`src/hw/rtl/mfwq_pkg.sv`:
```
// mfwq_pkg: request and result beat types, status and operation codes for the
// mutex bank with per-lock wait fifos. No dependencies.
`default_nettype none

package mfwq_pkg;

    localparam int PID_W  = 6;
    localparam int LOCK_W = 2;

    typedef enum logic {
        OP_WAIT   = 1'b0,
        OP_SIGNAL = 1'b1
    } t_op;

    typedef enum logic [2:0] {
        ST_GRANTED = 3'd0,
        ST_BLOCKED = 3'd1,
        ST_FREED   = 3'd2,
        ST_HANDED  = 3'd3,
        ST_IGNORED = 3'd4,
        ST_FULL    = 3'd5
    } t_status;

    typedef struct packed {
        t_op               operation;
        logic [LOCK_W-1:0] lock_id;
        logic [PID_W-1:0]  process_id;
    } t_req;

    typedef struct packed {
        t_status          status;
        logic [PID_W-1:0] woken_id;
    } t_res;

endpackage

`default_nettype wire

```
`src/hw/rtl/mfwq_ram.sv`:
```
// mfwq_ram: generic single write port, single read port ram with registered
// read data. No dependencies.
`default_nettype none

module mfwq_ram #(
    parameter int WIDTH = 6,
    parameter int DEPTH = 48
) (
    input  wire logic                     i_clk,
    input  wire logic                     i_we,
    input  wire logic [$clog2(DEPTH)-1:0] i_waddr,
    input  wire logic [WIDTH-1:0]         i_wdata,
    input  wire logic                     i_re,
    input  wire logic [$clog2(DEPTH)-1:0] i_raddr,
    output logic      [WIDTH-1:0]         o_rdata
);

    logic [WIDTH-1:0] r_mem [DEPTH];
    logic [WIDTH-1:0] r_rdata;

    always_ff @(posedge i_clk) begin
        if (i_we) begin
            r_mem[i_waddr] <= i_wdata;
        end
        if (i_re) begin
            r_rdata <= r_mem[i_raddr];
        end
    end

    assign o_rdata = r_rdata;

endmodule

`default_nettype wire

```
`src/hw/rtl/mfwq_core.sv`:
```
// mfwq_core: per-lock held/owner/fifo pointer registers, the shared wait-id
// ram and the decision logic for one request. Depends on mfwq_pkg, mfwq_ram.
`default_nettype none

module mfwq_core #(
    parameter int NUM_LOCKS   = 3,
    parameter int QUEUE_DEPTH = 16
) (
    input  wire logic                           i_clk,
    input  wire logic                           i_rst_n,
    input  wire logic                           i_acc,
    input  wire logic [mfwq_pkg::LOCK_W-1:0]    i_acc_lock,
    input  wire logic                           i_vld,
    input  wire mfwq_pkg::t_req                 i_req,
    output mfwq_pkg::t_res                      o_res
);

    localparam int QW    = $clog2(QUEUE_DEPTH);
    localparam int CW    = $clog2(QUEUE_DEPTH + 1);
    localparam int DEPTH = NUM_LOCKS * QUEUE_DEPTH;
    localparam int AW    = $clog2(DEPTH);
    localparam int PW    = mfwq_pkg::PID_W;

    logic          r_held  [NUM_LOCKS];
    logic [PW-1:0] r_owner [NUM_LOCKS];
    logic [QW-1:0] r_head  [NUM_LOCKS];
    logic [QW-1:0] r_tail  [NUM_LOCKS];
    logic [CW-1:0] r_count [NUM_LOCKS];
    logic          n_held  [NUM_LOCKS];
    logic [PW-1:0] n_owner [NUM_LOCKS];
    logic [QW-1:0] n_head  [NUM_LOCKS];
    logic [QW-1:0] n_tail  [NUM_LOCKS];
    logic [CW-1:0] n_count [NUM_LOCKS];

    logic          r_byp;
    logic [PW-1:0] r_byp_data;

    logic          in_range;
    logic          sel_held;
    logic [PW-1:0] sel_owner;
    logic [QW-1:0] sel_tail;
    logic [CW-1:0] sel_count;
    logic [AW-1:0] sel_base;
    logic [QW-1:0] acc_head;
    logic [AW-1:0] acc_base;
    logic [AW-1:0] rd_addr;
    logic [PW-1:0] ram_q;
    logic [PW-1:0] head_pid;
    logic          do_grant;
    logic          do_enq;
    logic          do_deq;
    logic          do_free;
    logic          we;
    logic [AW-1:0] waddr;
    mfwq_pkg::t_status status;

    function automatic logic [QW-1:0] next_slot(input logic [QW-1:0] slot);
        logic [QW-1:0] res;
        if (slot == QW'(QUEUE_DEPTH - 1)) begin
            res = '0;
        end else begin
            res = slot + QW'(1);
        end
        return res;
    endfunction

    // pick the named lock's registers
    always_comb begin
        in_range  = int'(i_req.lock_id) < NUM_LOCKS;
        sel_held  = 1'b0;
        sel_owner = '0;
        sel_tail  = '0;
        sel_count = '0;
        sel_base  = '0;
        for (int l = 0; l < NUM_LOCKS; l++) begin
            if (int'(i_req.lock_id) == l) begin
                sel_held  = r_held[l];
                sel_owner = r_owner[l];
                sel_tail  = r_tail[l];
                sel_count = r_count[l];
                sel_base  = AW'(l * QUEUE_DEPTH);
            end
        end
    end

    // the ram read was issued in the previous cycle; a write to that slot in that cycle wins
    assign head_pid = r_byp ? r_byp_data : ram_q;

    always_comb begin
        do_grant = 1'b0;
        do_enq   = 1'b0;
        do_deq   = 1'b0;
        do_free  = 1'b0;
        status   = mfwq_pkg::ST_IGNORED;
        if (in_range) begin
            unique case (i_req.operation)
                mfwq_pkg::OP_WAIT: begin
                    if (!sel_held || sel_owner == i_req.process_id) begin
                        do_grant = 1'b1;
                        status   = mfwq_pkg::ST_GRANTED;
                    end else if (sel_count < CW'(QUEUE_DEPTH)) begin
                        do_enq = 1'b1;
                        status = mfwq_pkg::ST_BLOCKED;
                    end else begin
                        status = mfwq_pkg::ST_FULL;
                    end
                end
                mfwq_pkg::OP_SIGNAL: begin
                    if (sel_held && sel_owner == i_req.process_id) begin
                        if (sel_count != '0) begin
                            do_deq = 1'b1;
                            status = mfwq_pkg::ST_HANDED;
                        end else begin
                            do_free = 1'b1;
                            status  = mfwq_pkg::ST_FREED;
                        end
                    end
                end
                default: status = mfwq_pkg::ST_IGNORED;
            endcase
        end
    end

    assign o_res.status   = status;
    assign o_res.woken_id = do_deq ? head_pid : '0;

    assign we    = i_vld && do_enq;
    assign waddr = sel_base + AW'(sel_tail);

    always_comb begin
        for (int l = 0; l < NUM_LOCKS; l++) begin
            n_held[l]  = r_held[l];
            n_owner[l] = r_owner[l];
            n_head[l]  = r_head[l];
            n_tail[l]  = r_tail[l];
            n_count[l] = r_count[l];
            if (i_vld && int'(i_req.lock_id) == l) begin
                if (do_grant) begin
                    n_held[l]  = 1'b1;
                    n_owner[l] = i_req.process_id;
                end
                if (do_enq) begin
                    n_tail[l]  = next_slot(r_tail[l]);
                    n_count[l] = r_count[l] + CW'(1);
                end
                if (do_deq) begin
                    n_head[l]  = next_slot(r_head[l]);
                    n_count[l] = r_count[l] - CW'(1);
                    n_owner[l] = head_pid;
                end
                if (do_free) begin
                    n_held[l]  = 1'b0;
                    n_owner[l] = '0;
                end
            end
        end
    end

    // read address for the request entering now, seeing this cycle's head update
    always_comb begin
        acc_head = '0;
        acc_base = '0;
        for (int l = 0; l < NUM_LOCKS; l++) begin
            if (int'(i_acc_lock) == l) begin
                acc_head = n_head[l];
                acc_base = AW'(l * QUEUE_DEPTH);
            end
        end
        rd_addr = acc_base + AW'(acc_head);
    end

    always_ff @(posedge i_clk) begin
        if (!i_rst_n) begin
            for (int l = 0; l < NUM_LOCKS; l++) begin
                r_held[l]  <= 1'b0;
                r_owner[l] <= '0;
                r_head[l]  <= '0;
                r_tail[l]  <= '0;
                r_count[l] <= '0;
            end
            r_byp <= 1'b0;
        end else begin
            for (int l = 0; l < NUM_LOCKS; l++) begin
                r_held[l]  <= n_held[l];
                r_owner[l] <= n_owner[l];
                r_head[l]  <= n_head[l];
                r_tail[l]  <= n_tail[l];
                r_count[l] <= n_count[l];
            end
            r_byp <= i_acc && we && waddr == rd_addr;
        end
    end

    always_ff @(posedge i_clk) begin
        r_byp_data <= i_req.process_id;
    end

    mfwq_ram #(
        .WIDTH(PW),
        .DEPTH(DEPTH)
    ) u_wait_ram (
        .i_clk  (i_clk),
        .i_we   (we),
        .i_waddr(waddr),
        .i_wdata(i_req.process_id),
        .i_re   (i_acc),
        .i_raddr(rd_addr),
        .o_rdata(ram_q)
    );

`ifndef SYNTHESIS
    for (genvar g = 0; g < NUM_LOCKS; g++) begin : g_chk
        a_ptr_count: assert property (@(posedge i_clk) disable iff (!i_rst_n)
            (r_head[g] == r_tail[g]) ==
            (r_count[g] == '0 || r_count[g] == CW'(QUEUE_DEPTH)))
            else $error("fifo pointers disagree with count");
        a_free_empty: assert property (@(posedge i_clk) disable iff (!i_rst_n)
            !r_held[g] |-> (r_owner[g] == '0 && r_count[g] == '0))
            else $error("free lock with owner or waiters");
    end
    a_byp_src: assert property (@(posedge i_clk) disable iff (!i_rst_n)
        r_byp |-> $past(we) && $past(i_acc))
        else $error("bypass without a write");
`endif

endmodule

`default_nettype wire

```
`src/hw/rtl/mutex_fifo_wait_queue.sv`:
```
// mutex_fifo_wait_queue: top level, request register, result register.
// Depends on mfwq_pkg and mfwq_core.
`default_nettype none

// A bank of NUM_LOCKS mutexes, each with a fifo of up to QUEUE_DEPTH waiting
// process ids.
// Request channel: drive i_req with start high; the beat is taken at a rising
// edge where start is high and busy is low. busy stays low, so one request
// can be taken every cycle.
// Result channel: exactly one result beat per request on o_res, marked by
// o_done for a single cycle, in request order. The receiver cannot stall
// this channel: a result must be captured in the cycle o_done is high.
// Throughput is one request per cycle. A request first reads the head slot
// of the named lock's fifo from the wait ram, then takes the decision and
// the state update; the result is registered before o_done rises.
// Reset (i_rst_n low, synchronous) frees all locks and empties every fifo;
// no results are pending afterwards. The wait ram needs no clearing.
module mutex_fifo_wait_queue #(
    parameter int NUM_LOCKS   = 3,
    parameter int QUEUE_DEPTH = 16
) (
    input  wire logic            i_clk,
    input  wire logic            i_rst_n,
    input  wire logic            start,
    output logic                 busy,
    input  wire mfwq_pkg::t_req  i_req,
    output logic                 o_done,
    output mfwq_pkg::t_res       o_res
);

    logic           acc;
    logic           r_vld;
    mfwq_pkg::t_req r_req;
    logic           r_done;
    mfwq_pkg::t_res r_res;
    mfwq_pkg::t_res core_res;

    assign busy = 1'b0;
    assign acc  = start && !busy;

    always_ff @(posedge i_clk) begin
        if (!i_rst_n) begin
            r_vld  <= 1'b0;
            r_done <= 1'b0;
        end else begin
            r_vld  <= acc;
            r_done <= r_vld;
        end
    end

    always_ff @(posedge i_clk) begin
        r_req <= i_req;
        r_res <= core_res;
    end

    mfwq_core #(
        .NUM_LOCKS  (NUM_LOCKS),
        .QUEUE_DEPTH(QUEUE_DEPTH)
    ) u_core (
        .i_clk     (i_clk),
        .i_rst_n   (i_rst_n),
        .i_acc     (acc),
        .i_acc_lock(i_req.lock_id),
        .i_vld     (r_vld),
        .i_req     (r_req),
        .o_res     (core_res)
    );

    assign o_done = r_done;
    assign o_res  = r_res;

endmodule

`default_nettype wire

```
`config.mk`:
```
export PLATFORM = sky130hd
export DESIGN_NAME = mutex_fifo_wait_queue
export DESIGN_NICKNAME = d
export VERILOG_FILES = /design/src/hw/rtl/mfwq_pkg.sv /design/src/hw/rtl/mfwq_ram.sv /design/src/hw/rtl/mfwq_core.sv /design/src/hw/rtl/mutex_fifo_wait_queue.sv
export SDC_FILE = /design/constraint.sdc
export NUM_CORES = 1
export LEC_CHECK = 0
export ABC_AREA = 1
export BUFFER_PORTS_ARGS = -buffer_cell sky130_fd_sc_hd__buf_4
export CAP_MARGIN = 30
export CORE_ASPECT_RATIO = 1.4
export CORE_MARGIN = 1.5
export CORE_UTILIZATION = 45
export CTS_BUF_LIST = sky130_fd_sc_hd__clkbuf_8
export CTS_CLUSTER_DIAMETER = 200
export DETAILED_ROUTE_END_ITERATION = 10
export GPL_ROUTABILITY_DRIVEN = 0
export SLEW_MARGIN = 20
export SYNTH_ARGS = -nofsm -noshare
export SYNTH_HDL_FRONTEND = slang
export SYNTH_SLANG_ARGS = --single-unit
```
`constraint.sdc`:
```
create_clock -name i_clk -period 8.19 [get_ports i_clk]
set_input_delay 1.2285 -clock i_clk [delete_from_list [all_inputs] [get_ports i_clk]]
set_output_delay 1.2285 -clock i_clk [all_outputs]
set_load 0.01 [all_outputs]
```
* Word-level counts from Yosys, hierarchy flattened
Memory sizes are Yosys's and may differ from the RTL's. A register that Yosys moved wholly into a read port is not among the register bits. Index checks and enable logic that the tools add are counted.
Word-level totals: memory bits (read-only) 0, register bits after elaboration 27, memories kept 6, bits in latches 0, bits in writable memories 348
Memories:
- u_core.u_wait_ram.r_mem | words 48, width 6, read ports 1, clocked after Yosys merged registers in 1, write ports 1, RTL line mfwq_ram.sv:18 | logic [WIDTH-1:0] r_mem [DEPTH];
- u_core.r_owner | words 3, width 6, read ports 3, clocked after Yosys merged registers in 0, write ports 3, RTL line mfwq_core.sv:25 | logic [PW-1:0] r_owner [NUM_LOCKS];
- u_core.r_count | words 3, width 5, read ports 3, clocked after Yosys merged registers in 0, write ports 3, RTL line mfwq_core.sv:28 | logic [CW-1:0] r_count [NUM_LOCKS];
- u_core.r_head | words 3, width 4, read ports 3, clocked after Yosys merged registers in 0, write ports 3, RTL line mfwq_core.sv:26 | logic [QW-1:0] r_head [NUM_LOCKS];
- u_core.r_tail | words 3, width 4, read ports 3, clocked after Yosys merged registers in 0, write ports 3, RTL line mfwq_core.sv:27 | logic [QW-1:0] r_tail [NUM_LOCKS];
- u_core.r_held | words 3, width 1, read ports 3, clocked after Yosys merged registers in 0, write ports 3, RTL line mfwq_core.sv:24 | logic r_held [NUM_LOCKS];
Cells by class: muxes and demuxes 107, add/subtract/negate cells 14, multipliers 0, equal/unequal tests 12, magnitude comparators 2, div/mod/pow operators 0, reductions and logical operators 12, shifts and indexed selects 0, bitwise operators 16
Operator list (count):
- $mux W6 | 21
- $mux W4 | 30
- $mux W5 | 17
- $mux W1 | 35
- $add A4 B1 Y4 const B | 6
- $eq A4 B4 Y1 const B | 6
- $add A5 B1 Y5 const B | 3
- $or A1 B1 Y1 | 15
- $sub A5 B1 Y5 const B | 3
- $add A6 B4 Y6 | 2
- $eq A6 B6 Y1 | 2
- $mux W3 | 3
- $eq A2 B2 Y1 const B | 4
- $logic_and A1 B1 Y1 | 7
- $pmux W3 S2 | 1
- $lt A5 B5 Y1 const B | 1
- $reduce_bool A5 Y1 | 1
- $logic_not A2 Y1 | 2
- $lt A2 B2 Y1 const B | 1
- $logic_not A1 Y1 | 1
- $logic_or A1 B1 Y1 | 1
- $not A1 Y1 | 1

* Logic depth before layout (Yosys ltp)
word-level depth 17, mapped depth 27

* Hierarchy
From an unflattened synthesis, not the netlist that was laid out.
Unflattened totals: cell total of the unflattened synthesis 1624, area total of the unflattened synthesis 16509.6 µm²
By module, submodules not included:
- mfwq_ram | times used 1, area each 12087.8 µm², cells each 1019
- mfwq_core | times used 1, area each 3995.1 µm², cells each 579
- mutex_fifo_wait_queue | times used 1, area each 426.7 µm², cells each 26

* Worst setup path after synthesis
No wires, ideal clock.
path kind reg-to-reg, start point register r_req[5] in the netlist's numbering, end point memory u_core.r_count[0][9] in the netlist's numbering, cell stages (with the launch flop) 19, library setup time 0.119 ns, arrival 3.368 ns, period minus slack after synthesis 3.488 ns, path slack 4.702 ns, data required time 8.071 ns, cell sequence dfxtp_1 -> inv_1 -> nand3_1 -> nand2_1 -> nor2_1 -> nand3_2 -> nor2_4 -> buf_6 -> nand2_1 -> clkbuf_1 -> inv_1 -> ha_1 -> nand2_1 -> nand2_1 -> a21oi_1 -> xor2_1 -> nand2_1 -> o21ai_0 -> a21oi_1
RTL lines:
- from (decl) | RTL line mutex_fifo_wait_queue.sv:33 | mfwq_pkg::t_req r_req;
- from (signal assigned) | RTL line mutex_fifo_wait_queue.sv:52 | r_req <= i_req;
- to (decl) | RTL line mfwq_core.sv:28

* Final worst setup path
start point register r_req[6] in the netlist's numbering, end point register u_core.u_wait_ram.r_rdata[2] (netlist: u_core.u_wait_ram.o_rdata[2]) (read register of u_core.u_wait_ram.r_mem) (data pin)
Between the ends: word-level cells in the longest chain between the ends 15
RTL lines:
- $logic_not A2 Y1 | RTL line mfwq_core.sv:76, mfwq_core.sv:137
- $mux W6 / $mux W5 (equally long branches) (3 in a row) | RTL line mfwq_core.sv:76 | if (int'(i_req.lock_id) == l) begin
- $eq A6 B6 Y1 / $reduce_bool A5 Y1 (equally long branches) | RTL line mfwq_core.sv:109, mfwq_core.sv:110
- $logic_and A1 B1 Y1 / $mux W1 (equally long branches) | RTL line mfwq_core.sv:109, mfwq_core.sv:110
- $mux W1 | RTL line mfwq_core.sv:109 | if (sel_held && sel_owner == i_req.process_id) begin
- $mux W1 | RTL line mfwq_core.sv:96 | unique case (i_req.operation)
- $mux W1 | RTL line mfwq_core.sv:95 | if (in_range) begin
- $mux W4 | RTL line mfwq_core.sv:146 | if (do_deq) begin
- $mux W4 | RTL line mfwq_core.sv:137 | if (i_vld && int'(i_req.lock_id) == l) begin
- $mux W4 (2 in a row) | RTL line mfwq_core.sv:164 | if (int'(i_acc_lock) == l) begin
- $mux W4 (*) | RTL line mfwq_core.sv:164
- $add A6 B4 Y6 (*) | RTL line mfwq_core.sv:169 | rd_addr = acc_base + AW'(acc_head);
- to (decl) | RTL line mfwq_ram.sv:19 | logic [WIDTH-1:0] r_rdata;
Mark *: on every way between the ends. The rest lies on a longest branch, timed or not. A chain may end at the register's enable or synchronous reset.

==> results.py <==
metrics = {
    "setup_path": {
        "crit_slowest_cell": "nand3_4",
        "cpMostUsedCell": "nand2_1",
        "worst_r2r_endpoint": "u_core.u_wait_ram.o_rdata[2]$_DFFE_PP_",
        "cp_top_family": "simple AND/OR/NAND/NOR gates",
        "critPathRequiredTime_ps": 8580,
        "startpoint_type": "flop",
        "path_max_fanout": 75,
        "ff2ff_setup_slack_ps": 2470,
        "arrival_ps": 6110,
        "slowest_delay_ps": 830,
        "endpoint_kind": "flop",
        "path_cells": "inv_1 -> ha_1 -> inv_2 -> nand3_1 -> nand2_1 -> nand2_1 -> nand2_1 -> nor2_1 -> nand3_2 -> nor2_4 -> nand3_2 -> nand2_1 -> nand3_4 -> nand3_4 -> buf_4 -> nand2_1 -> nand3_1 -> nand3_1 -> nand3_1 -> nand2_1 -> nand2_1 -> nand3_1",
        "worstRegToRegCells": 22,
        "critical_path_class": "flop to flop",
        "path_buf_inv": 3,
        "rr_startpoint": "r_req[6]$_DFF_P_",
    },
    "floorplan": {
        "dieHeight_um": 239,
        "die_w_um": 172,
        "core_area_um2": 39300,
        "die_area_um2": 41000,
        "io_pins": 23,
        "initial_utilization_pct": 45.6,
        "rows": 86,
    },
    "timing": {
        "fin_ws_ps": 2470,
        "finalSetupViolations": 0,
        "maxSlewViolCount": 0,
        "grt_setup_unrepaired": "no",
        "finalHoldViolations": 0,
        "fin_setup_tns_ps": 0,
        "slew_headroom_pct": 36.9,
        "max_freq_mhz": 175,
        "fin_crit_sh_pct": 69.8,
        "min_period_ps": 5720,
        "skew_ps": 38.7,
        "tightest_slew_ps": 947,
    },
    "yosys": {
        "synthTopCellsByCount": "nand2_1, inv_1, edfxtp_1",
        "syn_area_per_cell_um2": 9.33,
        "yosysSeqAreaShare_pct": 59.0,
        "synth_cells": 1919,
        "synth_cell_types": 45,
        "synth_area_leaders": "edfxtp_1, dfxtp_1, nand2_1",
        "yosys_warnings": 0,
        "yosys.area.top_type": "edfxtp_1",
        "synth_flop_cell": "edfxtp_1",
        "synth_nets": 1955,
        "ys_async_sr_fraction_pct": 0,
        "synth_most_common_cell": "nand2_1",
        "synth_enable_flop_cells": 294,
        "ys_seq_elements": 381,
        "yosys.area.top_type_share_pct": 49.3,
        "synth.cell_area_um2": 17900,
    },
    "clock_tree": {
        "clock_latency_ps": 640,
        "cts_tree": "built",
        "cts_max_path_buffers": 3,
        "clock-sinks": 381,
        "cts.clk_slew.worst_paths_ps": 70,
        "htreeDepth": 2,
        "postCtsSetupBuffers": 0,
        "cts_hold_buf": 0,
        "numCtsBuffers": 58,
        "ctsResizeCount": 0,
        "root_buffer": "clkbuf_8",
    },
    "hold_path": {
        "whs_endpoint": "o_done$_SDFF_PN0_",
        "hold_start": "r_vld$_SDFF_PN0_",
        "holdPathStages": 2,
        "hp-class": "flop to flop",
    },
    "power": {
        "irDropWorstVdd_mv": 0.141,
        "power_leakage_nw": 8.18,
        "power_switching_share_pct": 24.2,
        "p_int_mw": 2.82,
        "seqPwrFrac_pct": 56.4,
        "p_sw_mw": 0.899,
        "power_frac_clock_pct": 38.0,
        "combPwrFrac_pct": 5.6,
        "power.density_nw_per_um2": 192,
    },
    "place": {
        "dp_cells": 2382,
        "port_buffers": 21,
        "pre_cts_slack_ps": 2510,
        "placed_area_um2": 18300,
        "dpl.hpwl_um": 28600,
    },
    "drt": {
        "drc_errors": 0,
        "wire_per_inst_um": 18.7,
        "dr.first_iter.drc_count": 1300,
        "ant_nets": 0,
        "drtPass1Iterations": 5,
        "wirelength_um": 46600,
        "vias_per_cell": 5.34,
        "num_vias": 13300,
    },
    "global_route": {
        "grt_use_total_pct": 23.2,
        "grt_antenna_before_repair": 1,
        "grt_pass1_vias": 13000,
        "grt_max_degree": 80,
        "gr-total-overflow": 0,
        "grt_pass1_wl_um": 72000,
    },
    "layout": {
        "syn_to_final_growth_pct": 8.20,
        "instances_no_fill": 2492,
        "fin_nets": 1951,
        "final_area_um2": 19400,
        "drive_gt1_share_pct": 6.78,
    },
    "run": {
        "maxCapViolations": 0,
    },
    "status": {
        "status": "complete, no violations",
    },
}
kinds of logic (layout without fill, tap and decap cells):
| family | after synthesis | after routing | synth area share (%) |
|---|---|---|---|
| and+or+nand+nor | 921 | 921 | 23.8 |
| AOI/OAI and AO/OA | 132 | 132 | 4.04 |
| muxes | 6 | 6 | 0.335 |
| buffers and inverters | 441 | 485 | 10.3 |
| adders and majority gates | 24 | 24 | 1.80 |
| xor gates and xnor gates | 13 | 13 | 0.636 |
| DFF | 381 | 381 | 59.0 |
| other | 1 | 2 | 0.0209 |
worst max path at each step:
stage	start	endpoint	slack (ps)	depth (start not counted)
2_1_floorplan	r_req[5]$_DFF_P_	u_core.r_count[0][9]$_SDFFE_PN0P_	4700	18
3_3_place_gp	r_req[6]$_DFF_P_	u_core.u_wait_ram.o_rdata[5]$_DFFE_PP_	2610	23
3_5_place_dp	r_req[6]$_DFF_P_	u_core.u_wait_ram.o_rdata[5]$_DFFE_PP_	2510	23
4_1_cts	r_req[6]$_DFF_P_	u_core.u_wait_ram.o_rdata[5]$_DFFE_PP_	2540	23
5_1_grt	r_req[6]$_DFF_P_	u_core.u_wait_ram.o_rdata[5]$_DFFE_PP_	1930	23
6_report	r_req[6]$_DFF_P_	u_core.u_wait_ram.o_rdata[2]$_DFFE_PP_	2470	22
flip-flops by register name, summed over array words and instances (netlist names):
| name | cells |
|---|---|
| u_core.r_owner | 18 |
| u_core.r_byp | 1 |
| u_core.u_wait_ram.r_mem | 288 |
| r_vld | 1 |
| u_core.r_count | 15 |
| u_core.r_held | 3 |
| u_core.u_wait_ram.o_rdata | 6 |
| r_req | 9 |
| u_core.r_head | 12 |
| o_res | 9 |
| u_core.r_byp_data | 6 |
| o_done | 1 |
| u_core.r_tail | 12 |
metrics by stage:
stage / utilization, % / power (mW) / hold slack (ps)
6_report: 49.3 / 3.72 / 466
5_1_grt: 49.3 / 3.85 / 485
4_1_cts: 49.3 / 3.75 / 467
3_5_place_dp: 46.7 / 2.35 / 462
3_3_place_gp: 46.6 / 2.34 / 452
2_1_floorplan: - / 2.26 / 441
cells in the final DEF (no fill, tap or decap), types with 21 or more instances in the layout:
cell type	n
nor2_1	102
inv_1	356
buf_4	36
ha_1	21
clkinv_1	21
edfxtp_1	294
nand3_1	281
clkbuf_8	59
nand4_1	126
dfxtp_1	81
o21ai_0	49
a21oi_1	61
nand2_1	379
power by group through the flow:
stage	clock (mW)	sequential (mW)	combinational, mW
after floorplan	0	2.15	0.117
after CTS	1.45	2.10	0.207
after global placement	0	2.14	0.201
final	1.41	2.10	0.207
after global routing	1.53	2.10	0.225
after detailed placement	0	2.14	0.206
worst register-to-register path: stages (launching register included):
cell,delay [ps]
dfxtp_1,340
inv_1,120
ha_1,590
inv_2,290
nand3_1,180
nand2_1,70
nand2_1,50
nand2_1,50
nor2_1,120
nand3_2,150
nor2_4,350
nand3_2,170
nand2_1,160
nand3_4,390
nand3_4,850
buf_4,770
nand2_1,150
nand3_1,150
nand3_1,90
nand3_1,150
nand2_1,170
nand2_1,110
nand3_1,70
cell type report:
| cell class | count | area (um^2) |
|---|---|---|
| Antenna cell | 1 | 2.50 |
| Clock buffer | 59 | 812 |
| Clock inverter | 49 | 214 |
| Fill cell | 3704 | 19900 |
| Inverter | 339 | 1270 |
| Multi-Input combinational cell | 1097 | 5520 |
| Sequential cell | 381 | 10600 |
| Tap cell | 528 | 661 |
| Timing Repair Buffer | 38 | 318 |
metal layers:
layer  GRT usage [%]  vias up  wire length (um)
met5               0        -                 0
met4            11.8        0              2060
met3            3.20      132              2680
met2            40.4      449             23500
met1            27.7     6298             18300
li1                -     6417                 -
Power figures use the tool's default switching activity.
